--- config.mk ---
export PLATFORM = sky130hd
export DESIGN_NAME = angle_window_speed_top
export DESIGN_NICKNAME = d
export VERILOG_FILES = /design/src/design/aws_pkg.sv /design/src/design/aws_cell.sv /design/src/design/aws_divider.sv /design/src/design/angle_window_speed_top.sv
export SDC_FILE = /design/constraint.sdc
export NUM_CORES = 1
export LEC_CHECK = 0
export BUFFER_PORTS_ARGS = -buffer_cell sky130_fd_sc_hd__buf_2
export CORE_UTILIZATION = 63
export CTS_CLUSTER_DIAMETER = 120
export DETAILED_ROUTE_END_ITERATION = 7
export PLACE_DENSITY = 0.77
export SYNTH_ARGS = -nofsm -noshare
export SYNTH_HDL_FRONTEND = slang
export SYNTH_SLANG_ARGS = --single-unit
--- constraint.sdc ---
create_clock -name clk -period 9.6 [get_ports clk]
set_clock_uncertainty 0.1 [all_clocks]
set_input_delay 0 -clock clk [delete_from_list [all_inputs] [get_ports clk]]
set_output_delay 0 -clock clk [all_outputs]
set_load 0.02 [all_outputs]
--- src/design/aws_pkg.sv ---
// Package with the shared constants and types of the angle window speed block.
`default_nettype none

package aws_pkg;

  localparam int WINDOW     = 20;
  localparam int ANGLE_W    = 9;
  localparam int PERIOD_W   = 10;
  localparam int SPEED_W    = 15;
  localparam int SCALE      = 1000;
  localparam int PERIOD_RST = 10;
  localparam int SPEED_MAX  = 32767;

  localparam int COUNT_W = $clog2(WINDOW + 1);
  localparam int SCAN_W  = (WINDOW > 1) ? $clog2(WINDOW) : 1;
  // Numerator is the largest spread times the scale factor.
  localparam int NUM_W   = $clog2(((1 << ANGLE_W) - 1) * SCALE + 1);
  // Denominator is the window length times the largest period.
  localparam int DEN_W   = $clog2(WINDOW * ((1 << PERIOD_W) - 1) + 1);
  localparam int STEP_W  = $clog2(NUM_W + 1);

  typedef logic [ANGLE_W-1:0] angle_t;

  typedef struct packed {
    angle_t lo;
    angle_t hi;
  } minmax_t;

endpackage : aws_pkg

`default_nettype wire

--- src/design/aws_cell.sv ---
// One cell of the sample chain: holds a sample and folds it into the passing min/max pair.
`default_nettype none

module aws_cell (
  input  wire logic            clk,
  input  wire logic            shift_en,
  input  wire aws_pkg::angle_t din,
  input  wire aws_pkg::minmax_t mm_in,
  output aws_pkg::angle_t      sample,
  output aws_pkg::minmax_t     mm_out
);
  import aws_pkg::*;

  always_ff @(posedge clk) begin
    if (shift_en) begin
      sample <= din;
    end
    mm_out.lo <= (sample < mm_in.lo) ? sample : mm_in.lo;
    mm_out.hi <= (sample > mm_in.hi) ? sample : mm_in.hi;
  end

endmodule : aws_cell

`default_nettype wire

--- src/design/aws_divider.sv ---
// Restoring divider that produces one quotient bit per cycle.
`default_nettype none

module aws_divider (
  input  wire logic                     clk,
  input  wire logic                     rst,
  input  wire logic                     start,
  input  wire logic [aws_pkg::NUM_W-1:0] num,
  input  wire logic [aws_pkg::DEN_W-1:0] den,
  output logic [aws_pkg::NUM_W-1:0]     quotient,
  output logic                          done
);
  import aws_pkg::*;

  logic [DEN_W-1:0]  rem;
  logic [DEN_W-1:0]  divisor;
  logic [STEP_W-1:0] steps;
  logic              busy;
  logic [DEN_W:0]    trial;
  logic              fits;

  assign trial = {rem, quotient[NUM_W-1]};
  assign fits  = (trial >= {1'b0, divisor});

  always_ff @(posedge clk) begin
    if (rst) begin
      busy  <= 1'b0;
      done  <= 1'b0;
      steps <= '0;
    end else begin
      done <= 1'b0;
      if (start) begin
        busy  <= 1'b1;
        steps <= STEP_W'(NUM_W);
      end else if (busy) begin
        steps <= steps - 1'b1;
        if (steps == STEP_W'(1)) begin
          busy <= 1'b0;
          done <= 1'b1;
        end
      end
    end
  end

  always_ff @(posedge clk) begin
    if (start) begin
      rem      <= '0;
      divisor  <= den;
      quotient <= num;
    end else if (busy) begin
      // The remainder stays below the divisor, so it always fits DEN_W bits.
      rem      <= fits ? DEN_W'(trial - {1'b0, divisor}) : trial[DEN_W-1:0];
      quotient <= {quotient[NUM_W-2:0], fits};
    end
  end

endmodule : aws_divider

`default_nettype wire

--- src/design/angle_window_speed_top.sv ---
// Top level of the angle window speed block: sample chain, control and divider.
//
// Each input transfer carries one angle sample, which shifts into a chain of WINDOW
// cells; a set restart flag clears the sample count before the sample counts. Until
// WINDOW samples are held the result (speed 0, not valid) goes straight to the done
// state and from there into the output register. With a full window a min/max pair
// ripples down the chain, one cell per cycle, while the scan state waits for the spread;
// it is scaled by 1000 and divided by WINDOW times the sample period in a restoring
// divider that makes one quotient bit per cycle. The result then passes the scan,
// multiply, divide and done states into the output register, and the next sample is
// taken only after that; a result that waits for a previous one still held in the output
// register stalls in the done state.
// One item is worked on at a time; the next sample is taken while a finished result
// still waits in the output register.
// A sample period of 0 is used as 1, and speeds above 32767 saturate.
`default_nettype none

module angle_window_speed_top (
  input  wire logic        clk,
  input  wire logic        rst,
  input  wire logic        cfg_we,
  input  wire logic [9:0]  cfg_wdata,   // sample_period_ms
  input  wire logic        s_tvalid,
  output logic             s_tready,
  input  wire logic [15:0] s_tdata,     // [8:0] angle, [15:9] zero
  input  wire logic        s_tuser,     // [0] restart
  output logic             m_tvalid,
  input  wire logic        m_tready,
  output logic [15:0]      m_tdata,     // [14:0] speed, [15] zero
  output logic             m_tuser      // [0] speed_valid
);
  import aws_pkg::*;

  localparam logic [2:0] ST_IDLE = 3'd0;
  localparam logic [2:0] ST_SCAN = 3'd1;
  localparam logic [2:0] ST_MUL  = 3'd2;
  localparam logic [2:0] ST_DIV  = 3'd3;
  localparam logic [2:0] ST_DONE = 3'd4;

  logic [2:0]          state;
  logic [PERIOD_W-1:0] period;
  logic [COUNT_W-1:0]  count;
  logic [COUNT_W-1:0]  count_next;
  logic [SCAN_W-1:0]   scan;
  logic [DEN_W-1:0]    den;
  logic [SPEED_W-1:0]  speed_r;
  logic                speed_valid_r;
  logic                accept;
  logic                out_free;

  angle_t  chain_sample [WINDOW];
  minmax_t chain_mm     [WINDOW+1];

  logic [ANGLE_W-1:0] spread;
  logic [NUM_W-1:0]   num;
  logic [NUM_W-1:0]   quotient;
  logic               div_done;
  logic [PERIOD_W-1:0] period_eff;

  assign s_tready = (state == ST_IDLE);
  assign accept   = s_tvalid && s_tready;
  assign out_free = !m_tvalid || m_tready;

  // The chain: cell 0 takes the new sample, each other cell its left neighbor's.
  assign chain_mm[0].lo = '1;
  assign chain_mm[0].hi = '0;

  for (genvar i = 0; i < WINDOW; i++) begin : g_cell
    aws_cell u_cell (
      .clk      (clk),
      .shift_en (accept),
      .din      ((i == 0) ? s_tdata[ANGLE_W-1:0] : chain_sample[(i == 0) ? 0 : i-1]),
      .mm_in    (chain_mm[i]),
      .sample   (chain_sample[i]),
      .mm_out   (chain_mm[i+1])
    );
  end

  assign spread     = chain_mm[WINDOW].hi - chain_mm[WINDOW].lo;
  assign num        = NUM_W'(spread * SCALE);
  assign period_eff = (period == '0) ? PERIOD_W'(1) : period;

  always_comb begin
    if (s_tuser) begin
      count_next = COUNT_W'(1);
    end else if (count < COUNT_W'(WINDOW)) begin
      count_next = count + 1'b1;
    end else begin
      count_next = count;
    end
  end

  aws_divider u_div (
    .clk      (clk),
    .rst      (rst),
    .start    (state == ST_MUL),
    .num      (num),
    .den      (den),
    .quotient (quotient),
    .done     (div_done)
  );

  always_ff @(posedge clk) begin
    if (rst) begin
      period <= PERIOD_W'(PERIOD_RST);
    end else if (cfg_we) begin
      period <= cfg_wdata;
    end
  end

  always_ff @(posedge clk) begin
    if (rst) begin
      state    <= ST_IDLE;
      count    <= '0;
      scan     <= '0;
      m_tvalid <= 1'b0;
    end else begin
      if (state == ST_DONE && out_free) begin
        m_tvalid <= 1'b1;
      end else if (m_tready) begin
        m_tvalid <= 1'b0;
      end
      unique case (state)
        ST_IDLE: begin
          if (accept) begin
            count <= count_next;
            scan  <= '0;
            state <= (count_next == COUNT_W'(WINDOW)) ? ST_SCAN : ST_DONE;
          end
        end
        ST_SCAN: begin
          scan <= scan + 1'b1;
          if (scan == SCAN_W'(WINDOW - 1)) begin
            state <= ST_MUL;
          end
        end
        ST_MUL: begin
          state <= ST_DIV;
        end
        ST_DIV: begin
          if (div_done) begin
            state <= ST_DONE;
          end
        end
        ST_DONE: begin
          if (out_free) begin
            state <= ST_IDLE;
          end
        end
        default: begin
          state <= ST_IDLE;
        end
      endcase
    end
  end

  always_ff @(posedge clk) begin
    if (accept) begin
      den           <= DEN_W'(WINDOW * period_eff);
      speed_r       <= '0;
      speed_valid_r <= (count_next == COUNT_W'(WINDOW));
    end else if (state == ST_DIV && div_done) begin
      speed_r <= (quotient > NUM_W'(SPEED_MAX)) ? SPEED_W'(SPEED_MAX)
                                                 : quotient[SPEED_W-1:0];
    end
    if (state == ST_DONE && out_free) begin
      m_tdata <= {{(16 - SPEED_W){1'b0}}, speed_r};
      m_tuser <= speed_valid_r;
    end
  end

endmodule : angle_window_speed_top

`default_nettype wire

## Word level (Yosys, flattened, before mapping)

Cells that the tools add are included.

- Add/subtract/negate cells: 5
- Multiply operators: 2
- $lt $le $gt $ge: 43
- Equal/unequal tests: 11
- Multiplexer cells: 61
- Bitwise logic cells: 1
- Reductions and logical operators: 15

Operators with widths:

| kind | count |
|---|---|
| two-way mux 9 bit | 38 |
| greater-than comparator 9 bit | 19 |
| < comparator 9 bit | 19 |
| two-way mux 19 bit | 2 |
| two-way mux 15 bit | 2 |
| two-way mux 5 bit | 5 |
| greater-than comparator 19 x 15 -> 1 bit (second input constant) | 1 |
| >= comparator 16 x 15 -> 1 bit | 1 |
| multiplier 9 x 7 -> 16 bit (second input constant) | 1 |
| two-way mux 3 bit | 5 |
| one-hot mux 3 bit (5 select lines) | 1 |
| subtractor 15 bit | 1 |
| multiplier 3 x 10 -> 13 bit (first input constant) | 1 |
| adder 5 x 1 -> 5 bit (second input constant) | 2 |
| == test 5 bit (second input constant) | 2 |
| zero test 10 bit | 1 |
| two-way mux 10 bit | 1 |
| one-hot mux 5 bit (2 select lines) | 1 |
| greater-than comparator 9 x 1 -> 1 bit (second input constant) | 1 |
| < comparator 9 bit (second input constant) | 1 |
| subtractor 9 bit | 1 |
| == test 3 x 2 -> 1 bit (second input constant) | 2 |
| two-way mux 1 bit | 6 |
| nonzero test 2 bit | 3 |
| 16 further kinds | 21 |

- Bits in registers: 663
- Input port bits: 32
- Output and inout port bits: 19
- Word-level logic and storage cells: 216

## Longest topological paths before layout

- Depth in word-level cells: 7
- Mapped depth: 24
- Depth with buffers taken out: 24

## Cells and area by module

A second synthesis with hierarchy kept.

- Cell total of the unflattened synthesis: 3539
- Area, all modules: 38027.7 µm²

Modules (own cells, without submodules):

| module | times used | cells each | area an instance (µm²) | seq. area each (µm²) |
|---|---|---|---|---|
| aws_cell (g_cell[0].u_cell ...) | 19 | 139 | 1503.9 | 630.6 |
| angle_window_speed_top | 1 | 494 | 5026.1 | 1681.6 |
| aws_divider | 1 | 300 | 3136.8 | 1461.4 |
| aws_cell (g_cell[13].u_cell) | 1 | 104 | 1290.0 | 630.6 |

## Worst setup path before layout

OpenSTA, ideal clock, no wires.

- Path kind: register -> register
- From: reg state[2]
- To: reg count[0]
- Library setup time: 0.065 ns
- Arrival time: 6.137 ns
- Required time: 9.435 ns
- Path slack: 3.298 ns
- Stages on the path, launching flop included: 8
- Path buffers: 1
- Period minus slack after synthesis: 6.302 ns
- Path through: dfxtp_1 > buf_2 > nor3_1 > nand2_1 > inv_1 > o21ai_0 > mux2_2 > nor2_1

- Cells in the longest elaborated chain, start to end: 3

Ends and longest elaborated chain:

| what | RTL line | RTL |
|---|---|---|
| start: declaration | angle_window_speed_top.sv:40 | `logic [2:0] state;` |
| start signal: assignment | angle_window_speed_top.sv:128 | `state <= (count_next == COUNT_W'(WINDOW)) ? ST_SCAN : ST_DONE;` |
| zero test 3 bit | angle_window_speed_top.sv:60 | `assign s_tready = (state == ST_IDLE);` |
| net s_tready | angle_window_speed_top.sv:24 | `output logic s_tready,` |
| logical AND 1 bit | angle_window_speed_top.sv:61 | `assign accept = s_tvalid && s_tready;` |
| net accept | angle_window_speed_top.sv:48 | `logic accept;` |
| AND reduction 2 bit (no source line) | - |  |
| end signal: assignment | angle_window_speed_top.sv:126 | `count <= count_next;` |
| end: declaration | angle_window_speed_top.sv:42 | `logic [COUNT_W-1:0] count;` |

The timed path passes the listed nets, and every way through them passes these cells.
A chain may end at the register's enable or synchronous reset.

## Worst setup path after layout

- From: reg g_cell[19].u_cell.mm_out[0] (netlist name)
- To: reg u_div.quotient[18] (netlist name) (data pin)

- Cells in the longest elaborated chain, start to end: 3

Ends and longest elaborated chain:

| what | RTL line | RTL |
|---|---|---|
| start: declaration | aws_cell.sv:10 | `output aws_pkg::minmax_t mm_out` |
| subtractor 9 bit | angle_window_speed_top.sv:79 | `assign spread = chain_mm[WINDOW].hi - chain_mm[WINDOW].lo;` |
| multiplier 9 x 7 -> 16 bit | angle_window_speed_top.sv:80 | `assign num = NUM_W'(spread * SCALE);` |
| two-way mux 19 bit | aws_divider.sv:46 | `if (start) begin` |
| end signal: assignment | aws_divider.sv:49 | `quotient <= num;` |
| end signal: assignment | aws_divider.sv:53 | `quotient <= {quotient[NUM_W-2:0], fits};` |
| end: declaration | aws_divider.sv:10 | `output logic [aws_pkg::NUM_W-1:0] quotient,` |

No other way between the ends.

==> impl_results.md <==
- Post-synth top area share: 0.263
- Synth top area cells: dfxtp_1 26%, edfxtp_1 22%, ha_1 16%, mux2_2 9.7%, inv_1 4.5%
- Pin count of the biggest net entering global routing: 129
- Die Ht: 229 um
- Yosys warns: 0
- Synth-to-Final Area Change: 10.6%
- Slowest stage cell on the critical path: fa_1
- Nets: 3378
- Post-synthesis cell type count: 73
- Routed vias/inst: 5.59
- Outcome: completed
- CORE AREA: 50400 um2
- DPL Wire Length: 42300 um
- Synth Net Count: 3287
- Root Driver: clkbuf_16
- GPL Wtd Cong: 0.846
- Crit Reg-Reg Startpoint: g_cell[19].u_cell.mm_out[0]
- Worst-path cell chain: inv_1 -> ha_1 -> inv_1 -> fa_1 -> a21o_1 -> a21oi_2 -> nor2b_1 -> o221ai_2 -> nand2b_1 -> a21oi_1 -> xor2_1 -> fa_1 -> ha_1 -> ha_1 -> ha_1 -> ha_1 -> a21oi_1 -> o21ai_0 -> a21oi_1 -> o31ai_1 -> a21oi_1 -> xnor2_1 -> o21ai_0
- Clock buffer depth: 3
- Fillcell total: 3467
- Crit end category: register
- WL per Instance: 16.4 um
- Async S/R FF share, synth: 0
- Total wire length: 59900 um
- CTS Sinks: 663
- Starting density of the core: 0.642
- Crit-path max FO: 5
- DR DRC count: 0
- Avg Synthesized Cell Area: 11.4 um2
- Synth Cell Area: 32300 um2
- Clk slew on worst S/H paths: 0.07 ns
- Peak Freq: 175 MHz
- Kind of critical path: register to register
- Gr ovfl total: 0
- Antenna cells: 0
- Setup bufs post-CTS: 0
- Io pins: 51
- Critical path data arrival time: 5.96 ns
- DR iter-0 viols: 916
- Clock latency on the worst-skew pair: 0.60 ns
- Detailed-route via count: 20363
- Setup_tns: 0 ns
- Share of post-route cells with drive strength above 1: 0.157
- Max incr delay on CP: 0.50 ns
- Die area: 52200 um2
- Pins Over Slew Limit: 0
- Die W: 229 um
- Minimum clock period: 5.73 ns
- Vias in the first global route: 21533
- IO Port Bufs: 42
- CTS Buf Count: 68
- Unrepaired setup endpoints after global routing: false
- Synth Instances: 2830
- Final ANT Viol Nets: 0
- Min-delay src: s_tuser
- Antenna violations before repair: 0
- Depth of the CTS H-tree: 3
- Yosys reg bits: 663
- Startpoint class of the critical path: register
- Worst rel slew slack: 0.300
- TritonCTS clock tree: built
- Max Cap Viol: 0
- CP most frequent cell: ha_1
- Worst EP required: 9.83 ns
- Hold crit path type: input port to register
- Global-route wire length before repair: 102000 um
- Final hold vios: 0
- Share of the yosys chip area belonging to registers: 0.485
- GRT Util Overall: 0.236
- Worst-Margin Slew: 1.05 ns
- Ratio of final minimum period to clock period: 0.597
- Ys flop type: dfxtp_1
- Num rows: 82
- Number of flops mapped to enable cells by yosys: 239
- Final setup fails: 0
- Cell accounting for the most synthesized area: dfxtp_1
- Crit path from: g_cell[19].u_cell.mm_out[0]
- DR pass1 iterations: 6
## repair_timing
item | 4_1_cts | 5_1_grt
endpoints found under the hold margin | 55 | 0
hold buffers | 53 | 0
resized for setup | 0 | 0
## metal layers
layer	global-route usage	part of all wire	routed length (um)	vias to the layer above
met2	0.431	0.51	30800	307
met5	0	0	0	-
met4	0.0948	0.029	1720	0
li1	-	-	-	10132
met1	0.276	0.43	25500	9786
met3	0.0356	0.031	1860	138
## area by class of cell
| cell class | count | area [um2] | area share |
|---|---|---|---|
| flip-flops and latches | 663 | 15700 | 0.438 |
| multi-input cells | 1697 | 14800 | 0.415 |
| clock buffers | 95 | 1970 | 0.0551 |
| inverters | 392 | 1480 | 0.0414 |
| well taps | 672 | 841 | 0.0235 |
| repair buffers | 99 | 771 | 0.0216 |
| clock inverters | 27 | 180 | 0.00504 |
## synth_stat cells, types with 32 or more instances
cell      instances
ha_1            402
mux2_2          279
xnor2_1          35
o21a_1           61
nor3_1           32
a21o_1           89
nand3_1          40
edfxtp_1        239
o21ai_0         121
nor2_1           52
nand2_1         130
inv_1           391
a21oi_1         114
nor2b_1          35
dfxtp_1         424
clkbuf_1         49
## critical path, delay by kind of cell (launching register included)
family          cells  cell delay (ns)
simple gates        2             0.21
flops               1             0.30
fa+ha+maj           7             2.35
xor+xnor            2             0.63
buf+inv             2             0.10
compound gates     10             1.77
## kinds of logic (layout without fill, tap and decap cells)
group / Yosys count / after routing / synth area share
flip-flops: 663 / 663 / 0.485
AO/OA/AOI/OAI: 537 / 537 / 0.111
buffers and inverters: 470 / 613 / 0.0564
adder cells (fa/ha/maj): 425 / 425 / 0.170
AND/OR/NAND/NOR: 373 / 373 / 0.0572
multiplexers: 308 / 308 / 0.106
XOR/XNOR: 53 / 53 / 0.0146
other: 1 / 1 / 0.000116
## stage by stage
| step | utilization | hold slack [ns] | std cells | worst slack, ns | instance area [um2] |
|---|---|---|---|---|---|
| global placement | 0.656 | 0.0794 | 3470 | 3.98 | 33100 |
| CTS | 0.710 | 0.188 | 3645 | 3.83 | 35700 |
| detailed placement | 0.656 | 0.0787 | 3470 | 3.89 | 33100 |
| finish | 0.710 | 0.223 | 3645 | 3.87 | 35700 |
| global route | 0.710 | 0.304 | 3645 | 3.48 | 35700 |
| floorplan | - | -0.00137 | 2830 | 3.30 | 32300 |
## path summary, 6_finish.rpt
check | to | slack, ns | cells past startpoint
max | u_div.quotient[18] | 3.87 | 23
min | count[2] | 0.22 | 5
max reg2reg | u_div.quotient[18] | 3.87 | 23
min reg2reg | g_cell[0].u_cell.mm_out[5] | 0.29 | 0
## cells in the final DEF (no fill, tap or decap), types with 73 or more instances in the layout
| cell | synthesis | final |
|---|---|---|
| ha_1 | 402 | 402 |
| edfxtp_1 | 239 | 239 |
| nand2_1 | 130 | 130 |
| mux2_2 | 279 | 279 |
| a21o_1 | 89 | 89 |
| a21oi_1 | 114 | 114 |
| clkbuf_16 | 0 | 73 |
| o21ai_0 | 121 | 121 |
| inv_1 | 391 | 390 |
| dfxtp_1 | 424 | 424 |
## state kept, by name (all words and copies together) (netlist names), 10 cells and up
register              flops
speed_r                  15
u_div.rem                15
m_tdata                  15
u_div.quotient           19
u_div.divisor            13
period                   10
den                      13
g_cell.u_cell.mm_out    360
g_cell.u_cell.sample    180
Power is not shown: default switching activity piles up to over one toggle a cycle in this logic, so the estimate is an artifact.
